--- src/sv/pid_pkg.sv ---
`default_nettype none

package pid_pkg;

   // field and register widths
   localparam int MEAS_W  = 16;
   localparam int LIM_W   = 16;
   localparam int DT_W    = 16;
   localparam int GAIN_W  = 24;

   // configuration port
   localparam int CSR_ADDR_W = 3;
   localparam int CSR_DATA_W = 24;

   // register indexes
   localparam logic [CSR_ADDR_W-1:0] CSR_SETPOINT    = 3'd0;
   localparam logic [CSR_ADDR_W-1:0] CSR_GAIN_P      = 3'd1;
   localparam logic [CSR_ADDR_W-1:0] CSR_GAIN_I      = 3'd2;
   localparam logic [CSR_ADDR_W-1:0] CSR_GAIN_D      = 3'd3;
   localparam logic [CSR_ADDR_W-1:0] CSR_STEP_PERIOD = 3'd4;
   localparam logic [CSR_ADDR_W-1:0] CSR_LIMIT_LOW   = 3'd5;
   localparam logic [CSR_ADDR_W-1:0] CSR_LIMIT_HIGH  = 3'd6;

   // register reset values
   localparam logic [DT_W-1:0]  STEP_PERIOD_RESET = 16'd655;
   localparam logic [LIM_W-1:0] LIMIT_LOW_RESET   = 16'hF800;
   localparam logic [LIM_W-1:0] LIMIT_HIGH_RESET  = 16'h0800;

   // datapath widths
   localparam int ERR_W     = MEAS_W + 1;
   localparam int MUL_A_W   = GAIN_W;
   localparam int MUL_B_W   = 34;
   localparam int PROD_W    = MUL_A_W + MUL_B_W;
   localparam int EDT_W     = ERR_W + DT_W;
   localparam int PROP_W    = GAIN_W + ERR_W;
   localparam int INTEG_W   = 32;
   localparam int ISUM_W    = 47;
   localparam int TOT_W     = 62;

   // fixed point scaling
   localparam int P_SHIFT   = 4;
   localparam int INC_SHIFT = 12;
   localparam int LIM_SHIFT = 16;
   localparam int D_SHIFT   = 20;

   // derivative divider
   localparam int ABS_W          = 40;
   localparam int DIVN_W         = ABS_W + D_SHIFT;
   localparam int DIV_RADIX_BITS = 2;
   localparam int DIV_STEPS      = DIVN_W / DIV_RADIX_BITS;
   localparam int DIV_CNT_W      = $clog2(DIV_STEPS);

   typedef struct packed {
      logic signed [MEAS_W-1:0] setpoint;
      logic signed [GAIN_W-1:0] gain_p;
      logic signed [GAIN_W-1:0] gain_i;
      logic signed [GAIN_W-1:0] gain_d;
      logic        [DT_W-1:0]   step_period;
      logic signed [LIM_W-1:0]  limit_low;
      logic signed [LIM_W-1:0]  limit_high;
   } cfg_type;

   // multiplier operand pairs
   typedef enum logic [1:0] {
      MUL_SEL_DIN   = 2'd0,
      MUL_SEL_EDT   = 2'd1,
      MUL_SEL_PROP  = 2'd2,
      MUL_SEL_INTEG = 2'd3
   } mul_sel_type;

   typedef struct packed {
      logic        load;
      logic        mul_en;
      mul_sel_type mul_sel;
      logic        div_init;
      logic        edt_cap;
      logic        prop_cap;
      logic        integ_upd;
      logic        div_step;
      logic        sum_en;
      logic        out_load;
   } dp_cmd_type;

   typedef struct packed {
      logic out_free;
   } dp_status_type;

endpackage

`default_nettype wire

--- src/sv/pid_csr.sv ---
`default_nettype none

module pid_csr import pid_pkg::*; (
   input  wire logic                  clock,
   input  wire logic                  reset,
   input  wire logic                  csr_write,
   input  wire logic [CSR_ADDR_W-1:0] csr_index,
   input  wire logic [CSR_DATA_W-1:0] csr_data,
   output cfg_type                    cfg
);

   cfg_type cfg_ff;
   cfg_type cfg_in;

   // register write decode, unknown index ignored
   always_comb begin
      cfg_in = cfg_ff;
      if (csr_write) begin
         unique case (csr_index)
            CSR_SETPOINT:    cfg_in.setpoint    = csr_data[MEAS_W-1:0];
            CSR_GAIN_P:      cfg_in.gain_p      = csr_data[GAIN_W-1:0];
            CSR_GAIN_I:      cfg_in.gain_i      = csr_data[GAIN_W-1:0];
            CSR_GAIN_D:      cfg_in.gain_d      = csr_data[GAIN_W-1:0];
            CSR_STEP_PERIOD: cfg_in.step_period = csr_data[DT_W-1:0];
            CSR_LIMIT_LOW:   cfg_in.limit_low   = csr_data[LIM_W-1:0];
            CSR_LIMIT_HIGH:  cfg_in.limit_high  = csr_data[LIM_W-1:0];
            default:         cfg_in = cfg_ff;
         endcase
      end
   end

   always_ff @(posedge clock) begin
      if (reset) begin
         cfg_ff.setpoint    <= '0;
         cfg_ff.gain_p      <= '0;
         cfg_ff.gain_i      <= '0;
         cfg_ff.gain_d      <= '0;
         cfg_ff.step_period <= STEP_PERIOD_RESET;
         cfg_ff.limit_low   <= LIMIT_LOW_RESET;
         cfg_ff.limit_high  <= LIMIT_HIGH_RESET;
      end else begin
         cfg_ff <= cfg_in;
      end
   end

   assign cfg = cfg_ff;

endmodule

`default_nettype wire

--- src/sv/pid_ctrl.sv ---
`default_nettype none

module pid_ctrl import pid_pkg::*; (
   input  wire logic    clock,
   input  wire logic    reset,
   input  wire logic    req_valid,
   output logic         req_stall,
   input  wire dp_status_type status,
   output dp_cmd_type   cmd
);

   typedef enum logic [8:0] {
      S_IDLE   = 9'b000000001,
      S_MUL_D  = 9'b000000010,
      S_MUL_ED = 9'b000000100,
      S_MUL_P  = 9'b000001000,
      S_MUL_I  = 9'b000010000,
      S_INTEG  = 9'b000100000,
      S_DIV    = 9'b001000000,
      S_SUM    = 9'b010000000,
      S_CLAMP  = 9'b100000000
   } ctrl_state_type;

   ctrl_state_type state_ff, state_in;
   logic [DIV_CNT_W-1:0] div_cnt_ff, div_cnt_in;
   logic accept;

   assign req_stall = (state_ff != S_IDLE);
   assign accept    = req_valid && !req_stall;

   // sequencing and datapath commands
   always_comb begin
      state_in     = state_ff;
      div_cnt_in   = div_cnt_ff;
      cmd          = '0;
      cmd.mul_sel  = MUL_SEL_DIN;
      unique case (state_ff)
         S_IDLE: begin
            cmd.load = accept;
            if (accept) state_in = S_MUL_D;
         end
         S_MUL_D: begin
            cmd.mul_en  = 1'b1;
            cmd.mul_sel = MUL_SEL_DIN;
            state_in    = S_MUL_ED;
         end
         S_MUL_ED: begin
            cmd.mul_en   = 1'b1;
            cmd.mul_sel  = MUL_SEL_EDT;
            cmd.div_init = 1'b1;
            state_in     = S_MUL_P;
         end
         S_MUL_P: begin
            cmd.mul_en  = 1'b1;
            cmd.mul_sel = MUL_SEL_PROP;
            cmd.edt_cap = 1'b1;
            state_in    = S_MUL_I;
         end
         S_MUL_I: begin
            cmd.mul_en   = 1'b1;
            cmd.mul_sel  = MUL_SEL_INTEG;
            cmd.prop_cap = 1'b1;
            state_in     = S_INTEG;
         end
         S_INTEG: begin
            cmd.integ_upd = 1'b1;
            div_cnt_in    = '0;
            state_in      = S_DIV;
         end
         S_DIV: begin
            cmd.div_step = 1'b1;
            if (div_cnt_ff == DIV_CNT_W'(DIV_STEPS - 1)) begin
               div_cnt_in = '0;
               state_in   = S_SUM;
            end else begin
               div_cnt_in = div_cnt_ff + 1'b1;
            end
         end
         S_SUM: begin
            cmd.sum_en = 1'b1;
            state_in   = S_CLAMP;
         end
         S_CLAMP: begin
            // wait for the output register to free up
            if (status.out_free) begin
               cmd.out_load = 1'b1;
               state_in     = S_IDLE;
            end
         end
         default: state_in = S_IDLE;
      endcase
   end

   always_ff @(posedge clock) begin
      if (reset) begin
         state_ff   <= S_IDLE;
         div_cnt_ff <= '0;
      end else begin
         state_ff   <= state_in;
         div_cnt_ff <= div_cnt_in;
      end
   end

`ifndef SYNTHESIS
   assert property (@(posedge clock) disable iff (reset)
      accept |=> state_ff == S_MUL_D)
      else $error("accepted request did not start the multiply sequence");

   assert property (@(posedge clock) disable iff (reset)
      state_ff == S_DIV |-> div_cnt_ff < DIV_CNT_W'(DIV_STEPS))
      else $error("divider step count ran past its end");

   assert property (@(posedge clock) disable iff (reset)
      state_ff == S_CLAMP && status.out_free |=> state_ff == S_IDLE)
      else $error("result load did not return to idle");
`endif

endmodule

`default_nettype wire

--- src/sv/pid_dp.sv ---
`default_nettype none

module pid_dp import pid_pkg::*; (
   input  wire logic                     clock,
   input  wire logic                     reset,
   input  wire cfg_type                  cfg,
   input  wire logic signed [MEAS_W-1:0] req_measurement,
   input  wire dp_cmd_type               cmd,
   output dp_status_type                 status,
   input  wire logic                     rsp_stall,
   output logic                          rsp_valid,
   output logic signed [MEAS_W-1:0]      rsp_drive
);

   logic signed [MEAS_W-1:0]  prev_ff;
   logic signed [ERR_W-1:0]   err_ff, din_ff;
   logic signed [MUL_A_W-1:0] mul_a;
   logic signed [MUL_B_W-1:0] mul_b;
   logic signed [PROD_W-1:0]  mul_ff;
   logic signed [EDT_W-1:0]   edt_ff;
   logic signed [PROP_W-1:0]  prop_ff;
   logic signed [INTEG_W-1:0] integ_ff, integ_in;
   logic        [DIVN_W-1:0]  num_ff, num_in, num_nx;
   logic        [DT_W-1:0]    rem_ff, rem_in, rem_nx;
   logic                      neg_ff;
   logic        [DT_W-1:0]    divisor;
   logic        [DT_W:0]      part;
   logic                      qbit;
   logic signed [PROP_W-1:0]  p_d;
   logic        [PROP_W-1:0]  p_abs;
   logic signed [ISUM_W-1:0]  isum;
   logic        [TOT_W-1:0]   prop_w, integ_w, quot_w, total_in;
   logic signed [TOT_W-1:0]   total_ff;
   logic signed [INTEG_W-1:0] out_clamped;
   logic                      rsp_valid_ff;
   logic signed [MEAS_W-1:0]  rsp_drive_ff;

   // clamp a Q.24 value to the Q8.8 limits, upper limit checked first
   function automatic logic signed [INTEG_W-1:0] clamp_q24(
      input logic signed [TOT_W-1:0] v,
      input logic signed [LIM_W-1:0] lo,
      input logic signed [LIM_W-1:0] hi
   );
      logic signed [TOT_W-1:0] lo_w;
      logic signed [TOT_W-1:0] hi_w;
      lo_w = {{(TOT_W-LIM_W-LIM_SHIFT){lo[LIM_W-1]}}, lo, {LIM_SHIFT{1'b0}}};
      hi_w = {{(TOT_W-LIM_W-LIM_SHIFT){hi[LIM_W-1]}}, hi, {LIM_SHIFT{1'b0}}};
      priority if (v > hi_w) clamp_q24 = hi_w[INTEG_W-1:0];
      else if (v < lo_w)     clamp_q24 = lo_w[INTEG_W-1:0];
      else                   clamp_q24 = v[INTEG_W-1:0];
   endfunction

   // shared multiplier operand select
   always_comb begin
      unique case (cmd.mul_sel)
         MUL_SEL_DIN: begin
            mul_a = cfg.gain_d;
            mul_b = {{(MUL_B_W-ERR_W){din_ff[ERR_W-1]}}, din_ff};
         end
         MUL_SEL_EDT: begin
            mul_a = {{(MUL_A_W-DT_W){1'b0}}, cfg.step_period};
            mul_b = {{(MUL_B_W-ERR_W){err_ff[ERR_W-1]}}, err_ff};
         end
         MUL_SEL_PROP: begin
            mul_a = cfg.gain_p;
            mul_b = {{(MUL_B_W-ERR_W){err_ff[ERR_W-1]}}, err_ff};
         end
         MUL_SEL_INTEG: begin
            mul_a = cfg.gain_i;
            mul_b = {{(MUL_B_W-EDT_W){edt_ff[EDT_W-1]}}, edt_ff};
         end
         default: begin
            mul_a = cfg.gain_d;
            mul_b = {{(MUL_B_W-ERR_W){din_ff[ERR_W-1]}}, din_ff};
         end
      endcase
   end

   // derivative dividend magnitude and sign
   assign p_d     = mul_ff[PROP_W-1:0];
   assign p_abs   = p_d[PROP_W-1] ? (~p_d + 1'b1) : p_d;
   assign divisor = (cfg.step_period == '0) ? DT_W'(1) : cfg.step_period;

   // two restoring division steps per cycle
   always_comb begin
      num_nx = num_ff;
      rem_nx = rem_ff;
      part   = '0;
      qbit   = 1'b0;
      for (int k = 0; k < DIV_RADIX_BITS; k++) begin
         part = {rem_nx, num_nx[DIVN_W-1]};
         if (part >= {1'b0, divisor}) begin
            part = part - {1'b0, divisor};
            qbit = 1'b1;
         end else begin
            qbit = 1'b0;
         end
         rem_nx = part[DT_W-1:0];
         num_nx = {num_nx[DIVN_W-2:0], qbit};
      end
   end

   always_comb begin
      num_in = num_ff;
      rem_in = rem_ff;
      if (cmd.div_init) begin
         num_in = {p_abs[ABS_W-1:0], {D_SHIFT{1'b0}}};
         rem_in = '0;
      end else if (cmd.div_step) begin
         num_in = num_nx;
         rem_in = rem_nx;
      end
   end

   // integral accumulate with anti-windup clamp
   assign isum     = ISUM_W'(integ_ff) + ISUM_W'(mul_ff >>> INC_SHIFT);
   assign integ_in = clamp_q24(TOT_W'(isum), cfg.limit_low, cfg.limit_high);

   // three term sum, derivative negated from the unsigned quotient
   assign prop_w  = {{(TOT_W-PROP_W-P_SHIFT){prop_ff[PROP_W-1]}}, prop_ff, {P_SHIFT{1'b0}}};
   assign integ_w = {{(TOT_W-INTEG_W){integ_ff[INTEG_W-1]}}, integ_ff};
   assign quot_w  = {{(TOT_W-DIVN_W){1'b0}}, num_ff};
   assign total_in = prop_w + integ_w + (neg_ff ? quot_w : ~quot_w) + TOT_W'(!neg_ff);

   assign out_clamped = clamp_q24(total_ff, cfg.limit_low, cfg.limit_high);

   // architectural state
   always_ff @(posedge clock) begin
      if (reset) begin
         prev_ff  <= '0;
         integ_ff <= '0;
      end else begin
         if (cmd.load)      prev_ff  <= req_measurement;
         if (cmd.integ_upd) integ_ff <= integ_in;
      end
   end

   // working registers
   always_ff @(posedge clock) begin
      if (cmd.load) begin
         err_ff <= {cfg.setpoint[MEAS_W-1], cfg.setpoint}
                 - {req_measurement[MEAS_W-1], req_measurement};
         din_ff <= {req_measurement[MEAS_W-1], req_measurement}
                 - {prev_ff[MEAS_W-1], prev_ff};
      end
      if (cmd.mul_en)   mul_ff  <= mul_a * mul_b;
      if (cmd.div_init) neg_ff  <= p_d[PROP_W-1];
      if (cmd.edt_cap)  edt_ff  <= mul_ff[EDT_W-1:0];
      if (cmd.prop_cap) prop_ff <= mul_ff[PROP_W-1:0];
      if (cmd.sum_en)   total_ff <= total_in;
      num_ff <= num_in;
      rem_ff <= rem_in;
   end

   // output register
   assign status.out_free = !rsp_valid_ff || !rsp_stall;

   always_ff @(posedge clock) begin
      if (reset) begin
         rsp_valid_ff <= 1'b0;
      end else if (cmd.out_load) begin
         rsp_valid_ff <= 1'b1;
      end else if (!rsp_stall) begin
         rsp_valid_ff <= 1'b0;
      end
   end

   always_ff @(posedge clock) begin
      if (cmd.out_load) rsp_drive_ff <= out_clamped[INTEG_W-1:LIM_SHIFT];
   end

   assign rsp_valid = rsp_valid_ff;
   assign rsp_drive = rsp_drive_ff;

`ifndef SYNTHESIS
   assert property (@(posedge clock) disable iff (reset)
      cmd.out_load |-> status.out_free)
      else $error("result loaded over a stalled result");

   assert property (@(posedge clock) disable iff (reset)
      cmd.integ_upd |=> (integ_ff <= $signed({cfg.limit_high, {LIM_SHIFT{1'b0}}}))
         || (integ_ff == $signed({cfg.limit_low, {LIM_SHIFT{1'b0}}})))
      else $error("integral left above the upper limit");

   assert property (@(posedge clock) disable iff (reset)
      rsp_valid_ff && rsp_stall |=> rsp_valid_ff && $stable(rsp_drive_ff))
      else $error("stalled result changed");
`endif

endmodule

`default_nettype wire

--- src/sv/pid_controller_clamped.sv ---
// PID controller with derivative on measurement and a clamped integral.
// Each request carries one signed Q8.8 measurement and gives one signed
// Q8.8 drive value: P = gain_p*(setpoint-measurement), an integral of
// gain_i*err*step_period clamped to [limit_low, limit_high], and
// D = -gain_d*(measurement-previous)/step_period, summed and clamped to the
// same limits. The block takes no new request until the current one is
// done, stepping through the shared multiplier states, the integral
// update, the derivative divider (two quotient bits a cycle), the sum and
// the clamp. The result sits in an output register, so the next request
// is taken while it waits; only a result still stalled when the following
// one is done holds the block. Registers are to be written through the csr
// port only while no request is in flight; the block does not enforce it.
// A step_period of zero adds nothing to the integral and divides D by one.
`default_nettype none

module pid_controller_clamped import pid_pkg::*; (
   input  wire logic                     clock,
   input  wire logic                     reset,
   input  wire logic                     req_valid,
   output logic                          req_stall,
   input  wire logic signed [MEAS_W-1:0] req_measurement,
   output logic                          rsp_valid,
   input  wire logic                     rsp_stall,
   output logic signed [MEAS_W-1:0]      rsp_drive,
   input  wire logic                     csr_write,
   input  wire logic [CSR_ADDR_W-1:0]    csr_index,
   input  wire logic [CSR_DATA_W-1:0]    csr_data
);

   cfg_type       cfg;
   dp_cmd_type    cmd;
   dp_status_type status;

   // configuration registers
   pid_csr u_csr (
      .clock     (clock),
      .reset     (reset),
      .csr_write (csr_write),
      .csr_index (csr_index),
      .csr_data  (csr_data),
      .cfg       (cfg)
   );

   // sequencer
   pid_ctrl u_ctrl (
      .clock     (clock),
      .reset     (reset),
      .req_valid (req_valid),
      .req_stall (req_stall),
      .status    (status),
      .cmd       (cmd)
   );

   // arithmetic and state
   pid_dp u_dp (
      .clock           (clock),
      .reset           (reset),
      .cfg             (cfg),
      .req_measurement (req_measurement),
      .cmd             (cmd),
      .status          (status),
      .rsp_stall       (rsp_stall),
      .rsp_valid       (rsp_valid),
      .rsp_drive       (rsp_drive)
   );

endmodule

`default_nettype wire
--- config.mk ---
export PLATFORM = sky130hd
export DESIGN_NAME = pid_controller_clamped
export DESIGN_NICKNAME = d
export VERILOG_FILES = /design/src/sv/pid_pkg.sv /design/src/sv/pid_csr.sv /design/src/sv/pid_ctrl.sv /design/src/sv/pid_dp.sv /design/src/sv/pid_controller_clamped.sv
export SDC_FILE = /design/constraint.sdc
export NUM_CORES = 2
export LEC_CHECK = 0
export BUFFER_PORTS_ARGS = -buffer_cell sky130_fd_sc_hd__buf_2
export CELL_PAD_IN_SITES_DETAIL_PLACEMENT = 1
export CELL_PAD_IN_SITES_GLOBAL_PLACEMENT = 1
export CORE_MARGIN = 4
export CORE_UTILIZATION = 40
export DETAILED_ROUTE_END_ITERATION = 8
export GPL_TIMING_DRIVEN = 0
export PLACE_DENSITY = 0.77
export SLEW_MARGIN = 20
export SYNTH_ARGS = -nofsm -noshare
export SYNTH_HDL_FRONTEND = slang
export SYNTH_SLANG_ARGS = --single-unit
--- constraint.sdc ---
create_clock -name clock -period 12.5 [get_ports clock]
set_clock_uncertainty 0.1 [all_clocks]
set_input_delay 0.625 -clock clock [delete_from_list [all_inputs] [get_ports clock]]
set_output_delay 0.625 -clock clock [all_outputs]
set_load 0.01 [all_outputs]
-- Word level (Yosys, flattened, before mapping)
Cells that the tools add are included.
- flip-flop bits (word level): 520
- logic and storage cells: 119
- $add $sub $neg: 10
- multipliers: 1
- order comparisons: 6
- equal/unequal tests: 24
- multiplexer cells: 33
- bitwise logic cells: 2
- reduce and logical (&&, ||, !) cells: 20
- operator list (cell ; count):
    2-to-1 mux 32 bit ; 4
    2-to-1 mux 60 bit ; 2
    one-hot mux 34 bit (3 select lines) ; 1
    one-hot mux 24 bit (4 select lines) ; 1
    one-hot mux 9 bit (9 select lines) ; 1
    adder 62 x 1 -> 62 bit ; 1
    adder 62 bit ; 1
    > comparator 62 x 32 -> 1 bit ; 1
    less-than comparator 62 x 32 -> 1 bit ; 1
    2-to-1 mux 62 bit ; 1
    inverter 60 -> 62 bit ; 1
    multiplier 24 x 34 -> 58 bit ; 1
    2-to-1 mux 16 bit ; 3
    adder 32 x 46 -> 47 bit ; 1
    > comparator 47 x 32 -> 1 bit ; 1
    less-than comparator 47 x 32 -> 1 bit ; 1
    adder 45 x 32 -> 46 bit ; 1
    adder 40 x 1 -> 40 bit, second input constant ; 1
    2-to-1 mux 40 bit ; 1
    inverter 40 bit ; 1
    greater-or-equal comparator 17 x 16 -> 1 bit ; 2
    subtractor 16 x 16 -> 17 bit ; 2
    subtractor 16 bit ; 2
    2-to-1 mux 9 bit ; 3
    33 further kinds ; 61

-- Longest topological paths before layout
- word-level depth: 8
- mapped depth: 40
- gate-level depth less buffers: 35

-- Cells and area by module
A second synthesis with hierarchy kept.
- cells, all modules: 6887
- area total of the unflattened synthesis: 63060.5 µm²
- modules (own cells, without submodules) (module ; times used ; cells each ; area each (µm²) ; sequential area each (µm²)):
    pid_dp ; 1 ; 6304 ; 56904.6 ; 10259.8
    pid_csr ; 1 ; 488 ; 5373.9 ; 2722.6
    pid_ctrl ; 1 ; 95 ; 782.0 ; 280.3

-- Worst setup path before layout
No wires, ideal clock.
- path kind: flip-flop to flip-flop
- start: register u_ctrl.state_ff[0]
- end: register u_dp.mul_ff[54] (data pin)
- setup time: 0.258 ns
- arrival: 10.051 ns
- required time: 12.142 ns
- slack: 2.091 ns
- cell stages (with the launch flop): 34
- buffers on the path: 2
- period minus slack after synthesis: 10.409 ns
- cells stage by stage: dfxtp_1 -> or4_1 -> nor4_1 -> and3b_1 -> nor2_1 -> ha_1 -> clkinv_1 -> a21oi_1 -> clkbuf_1 -> a21o_1 -> buf_1 -> nor2_1 -> fa_1 -> fa_1 -> inv_1 -> fa_1 -> fa_1 -> inv_1 -> fa_1 -> fa_1 -> inv_1 -> fa_1 -> inv_1 -> ha_1 -> a21oi_1 -> o21ai_0 -> a22oi_1 -> a31oi_1 -> o211a_1 -> o41ai_1 -> o311ai_0 -> a31o_2 -> a21oi_1 -> xnor2_1
- longest elaborated chain between the ends: 6
- RTL lines (element ; line ; RTL):
    start: declaration ; pid_ctrl.sv:24 ; ctrl_state_type state_ff, state_in;
    start signal: assignment ; pid_ctrl.sv:99 ; state_ff <= state_in;
    == test 9 x 5 -> 1 bit, or another cell as far along ; pid_ctrl.sv:37 ; unique case (state_ff)
    one-hot mux 3 bit (4 select lines) (*) ; pid_ctrl.sv:37 ;
    == test 2 x 1 -> 1 bit / == test 2 bit (equally long branches) ; pid_dp.sv:55 ; unique case (cmd.mul_sel)
    OR reduction 2 bit (no line) ; - ;
    one-hot mux 34 bit (3 select lines) ; pid_dp.sv:55 ;
    multiplier 24 x 34 -> 58 bit (*) ; pid_dp.sv:146 ; if (cmd.mul_en) mul_ff <= mul_a * mul_b;
    end signal: assignment ; pid_dp.sv:146 ;
    end: declaration ; pid_dp.sv:19 ; logic signed [PROD_W-1:0] mul_ff;
Mark *: on every way between the ends. The rest lies on a longest branch, timed or not.
A chain may end at the register's enable or synchronous reset.

-- Worst setup path in the final report
- start: register u_ctrl.state_ff[0]
- end: register u_dp.mul_ff[55] (data pin)
The elaborated chain is that of the path after synthesis.

==> metrics <==
CP most frequent cell=fa_1; Main synth FF type=edfxtp_1; CP arrival=12.69 ns; fmax=0.08063 GHz; Least-Margin Pin Slew=1.136 ns; via count=52,910; area of the multi-input gates=44,280 um2; Synth warnings=0; Root Driver=clkbuf_16; register area share after synthesis=0.2130; asr flop ratio synth=0; overall routing resource usage=0.2874; synthesized area per cell=8.924 um2; Yosys top cell by area=fa_1; port bufs=64; DRC Markers=0; Crit path required time=12.78 ns; synthesized area=62,260 um2; Slew Limit Fails=0; Placeable Area=154,400 um2; share of cells above drive strength 1=0.06524; chip width=402.5 um; initial DRC count=4,863; Die Y=402.5 um; status=complete, no violations; crit-path max cell delay=0.68 ns; vias in the first global route=56,190; Tcrit/Tclk final=0.9921; Power Density=78.28 nW/um2; Seq cells post-synth=520; # fillers=18,060; routed wire length=235,500 um; Netlist cell types=91; Die Area=162,000 um2; Max Cap Violations=0; leakage=30.95 nW; placer congestion estimate=0.9842; number of antenna violations at the first check in global routing=2; largest net degree at the start of global routing=54; Final min period=12.40 ns; CTS tree=yes; setup tns final=0 ns; Hold Fails Final Rpt=0; first-pass GRT wire length=352,800 um; FP Rows=144; final instance area=68,160 um2; Mapped Nets=8,367; first-pass detailed-route iteration total=6; total CTS buffers=61; P&R area growth vs syn=9.479%; Post-synth EDFFs=285; I/O pin count=66; worst vdd ir=0.0001018 V; Longest Clk Path Bufs=3; clock sinks=520; crit path max-delay cell type=fa_1; Final Util=0.4415; crit path kind=flip-flop to flip-flop; Synth area leaders=fa_1, edfxtp_1, ha_1; Register Area=13,260 um2; HPWL Detailed=193,400 um; htree depth=2; WL/cell=25.53 um; Final Power=5.336 mW; Setup crit end kind=flip-flop; Worst setup SP type=flip-flop; Remaining Overflow, GRT=0; CTS Hold Bufs=0; Slew headroom=0.2425; # setup viols final=0; Via density=5.737; worst-path maximum fanout=10; initial core utilization=0.4032; Layout Nets=8,512; Post-Syn Instances=6,977; Clk Latency, worst-skew pair=0.69 ns; placed inst area=65,550 um2; antenna-violating nets left=0; area share of the largest cell type after synthesis=0.2633; HP Class=primary input to flip-flop; Reg clk slew, reported paths=0.06 ns
-- sequential cells by signal, indices dropped and copies added (netlist names) --
name,flops
u_dp.err_ff,17
u_dp.rsp_valid,1
u_csr.cfg,136
u_dp.integ_ff,32
u_dp.num_ff,60
u_dp.din_ff,17
u_dp.total_ff,62
u_dp.rem_ff,16
u_dp.prop_ff,41
u_ctrl.div_cnt_ff,5
u_dp.prev_ff,16
u_dp.rsp_drive,16
u_dp.mul_ff,58
u_dp.edt_ff,33
u_ctrl.state_ff,9
u_dp.neg_ff,1
-- where the power goes --
group	leakage [nW]	internal, mW	switching [mW]	total [mW]
clock network	1.04	1.10	0.774	1.87
registers	4.54	1.86	0.0404	1.90
logic	25.4	0.516	1.05	1.56
-- per-layer routing --
metal / up-vias / global-route usage / wire length (um) / part of all wire
met5: - / 0 / 0 / 0
met2: 2136 / 0.4468 / 103300 / 0.44
met4: 0 / 0.1389 / 13660 / 0.058
met1: 26990 / 0.3860 / 98110 / 0.42
li1: 23200 / - / - / -
met3: 587 / 0.05521 / 20350 / 0.086
-- kinds of logic after synthesis --
group           Yosys count  share of synthesized area
simple gates           2047                     0.1412
fa+ha+maj              1342                     0.3684
buf+inv                1339                    0.08175
compound gates         1321                     0.1360
flops                   520                     0.2130
xor+xnor                323                    0.04544
mux                      85                    0.01415
-- worst paths after layout --
| kind | from | end | slack, ns | cells after the start |
|---|---|---|---|---|
| worst max-delay path | u_ctrl.state_ff[0] | u_dp.mul_ff[55] | 0.1 | 36 |
| worst min-delay path | req_measurement[6] | u_dp.prev_ff[6] | 0.12 | 3 |
| worst max register to register | u_ctrl.state_ff[0] | u_dp.mul_ff[55] | 0.1 | 36 |
| worst min register to register | u_dp.prev_ff[14] | u_dp.prev_ff[14] | 0.36 | 2 |
-- repair_timing --
item	CTS	global route
setup endpoints to repair	35	14
pin swaps	0	4
hold endpoints to repair	0	0
setup buffers	0	10
gates resized for setup	123	107
-- cell usage after synthesis (37+ instances only) --
library cell  number
inv_1           1064
nand2_1          920
fa_1             819
nor2_1           660
ha_1             523
a21oi_1          424
edfxtp_1         285
o21ai_0          242
clkbuf_1         236
dfxtp_1          235
xnor2_1          221
a21o_1           177
xor2_1           102
nor3_1            76
nand3_1           64
mux2i_1           61
nand4_1           59
o21a_1            56
a22oi_1           44
nand2b_1          44
nor2b_1           42
o21bai_1          41
and3_1            38
o211ai_1          37
-- area by class of cell --
class,count,area share
plain buffers,263,0.01826
well taps,2044,0.03752
inverters,1068,0.05887
clock inverters,29,0.005140
diodes,3,0.0001101
multi-input cells,5118,0.6496
clock buffers,86,0.02559
flip-flops and latches,520,0.1946
repair buffers,90,0.01033
-- critical path: cells and delay by family, from the launching register on --
kind                       cells  cell delay (ns)
DFF                            1             0.35
adders and majority gates      9             4.44
muxes                          1             0.53
xor gates and xnor gates       1             0.13
and+or+nand+nor                6             2.02
buffers and inverters          9             1.81
AOI/OAI and AO/OA             10             2.66
-- layout by cell type, fill, tap and decap left out, drive strengths merged, types with 56 or more instances in the layout --
| master | count |
|---|---|
| mux2i | 61 |
| ha | 523 |
| edfxtp | 285 |
| o21ai | 277 |
| buf | 122 |
| dfxtp | 235 |
| fa | 819 |
| nor3 | 76 |
| inv | 1067 |
| nand4 | 59 |
| clkbuf | 315 |
| xnor2 | 221 |
| o21a | 56 |
| nor2 | 660 |
| nand2 | 920 |
| nand3 | 64 |
| xor2 | 102 |
| a21o | 179 |
| a21oi | 425 |
-- per-stage QoR --
stage	setup WS (ns)	cells	hold WS (ns)
after floorplan	2.091	6977	0.3357
after global placement	-1.875	9085	0.3416
after detailed placement	-1.646	9101	0.3481
after CTS	0.08673	9211	0.09189
after global routing	-0.02062	9218	0.1143
final	0.09836	9221	0.1209
(Power assumes the default switching activity.)
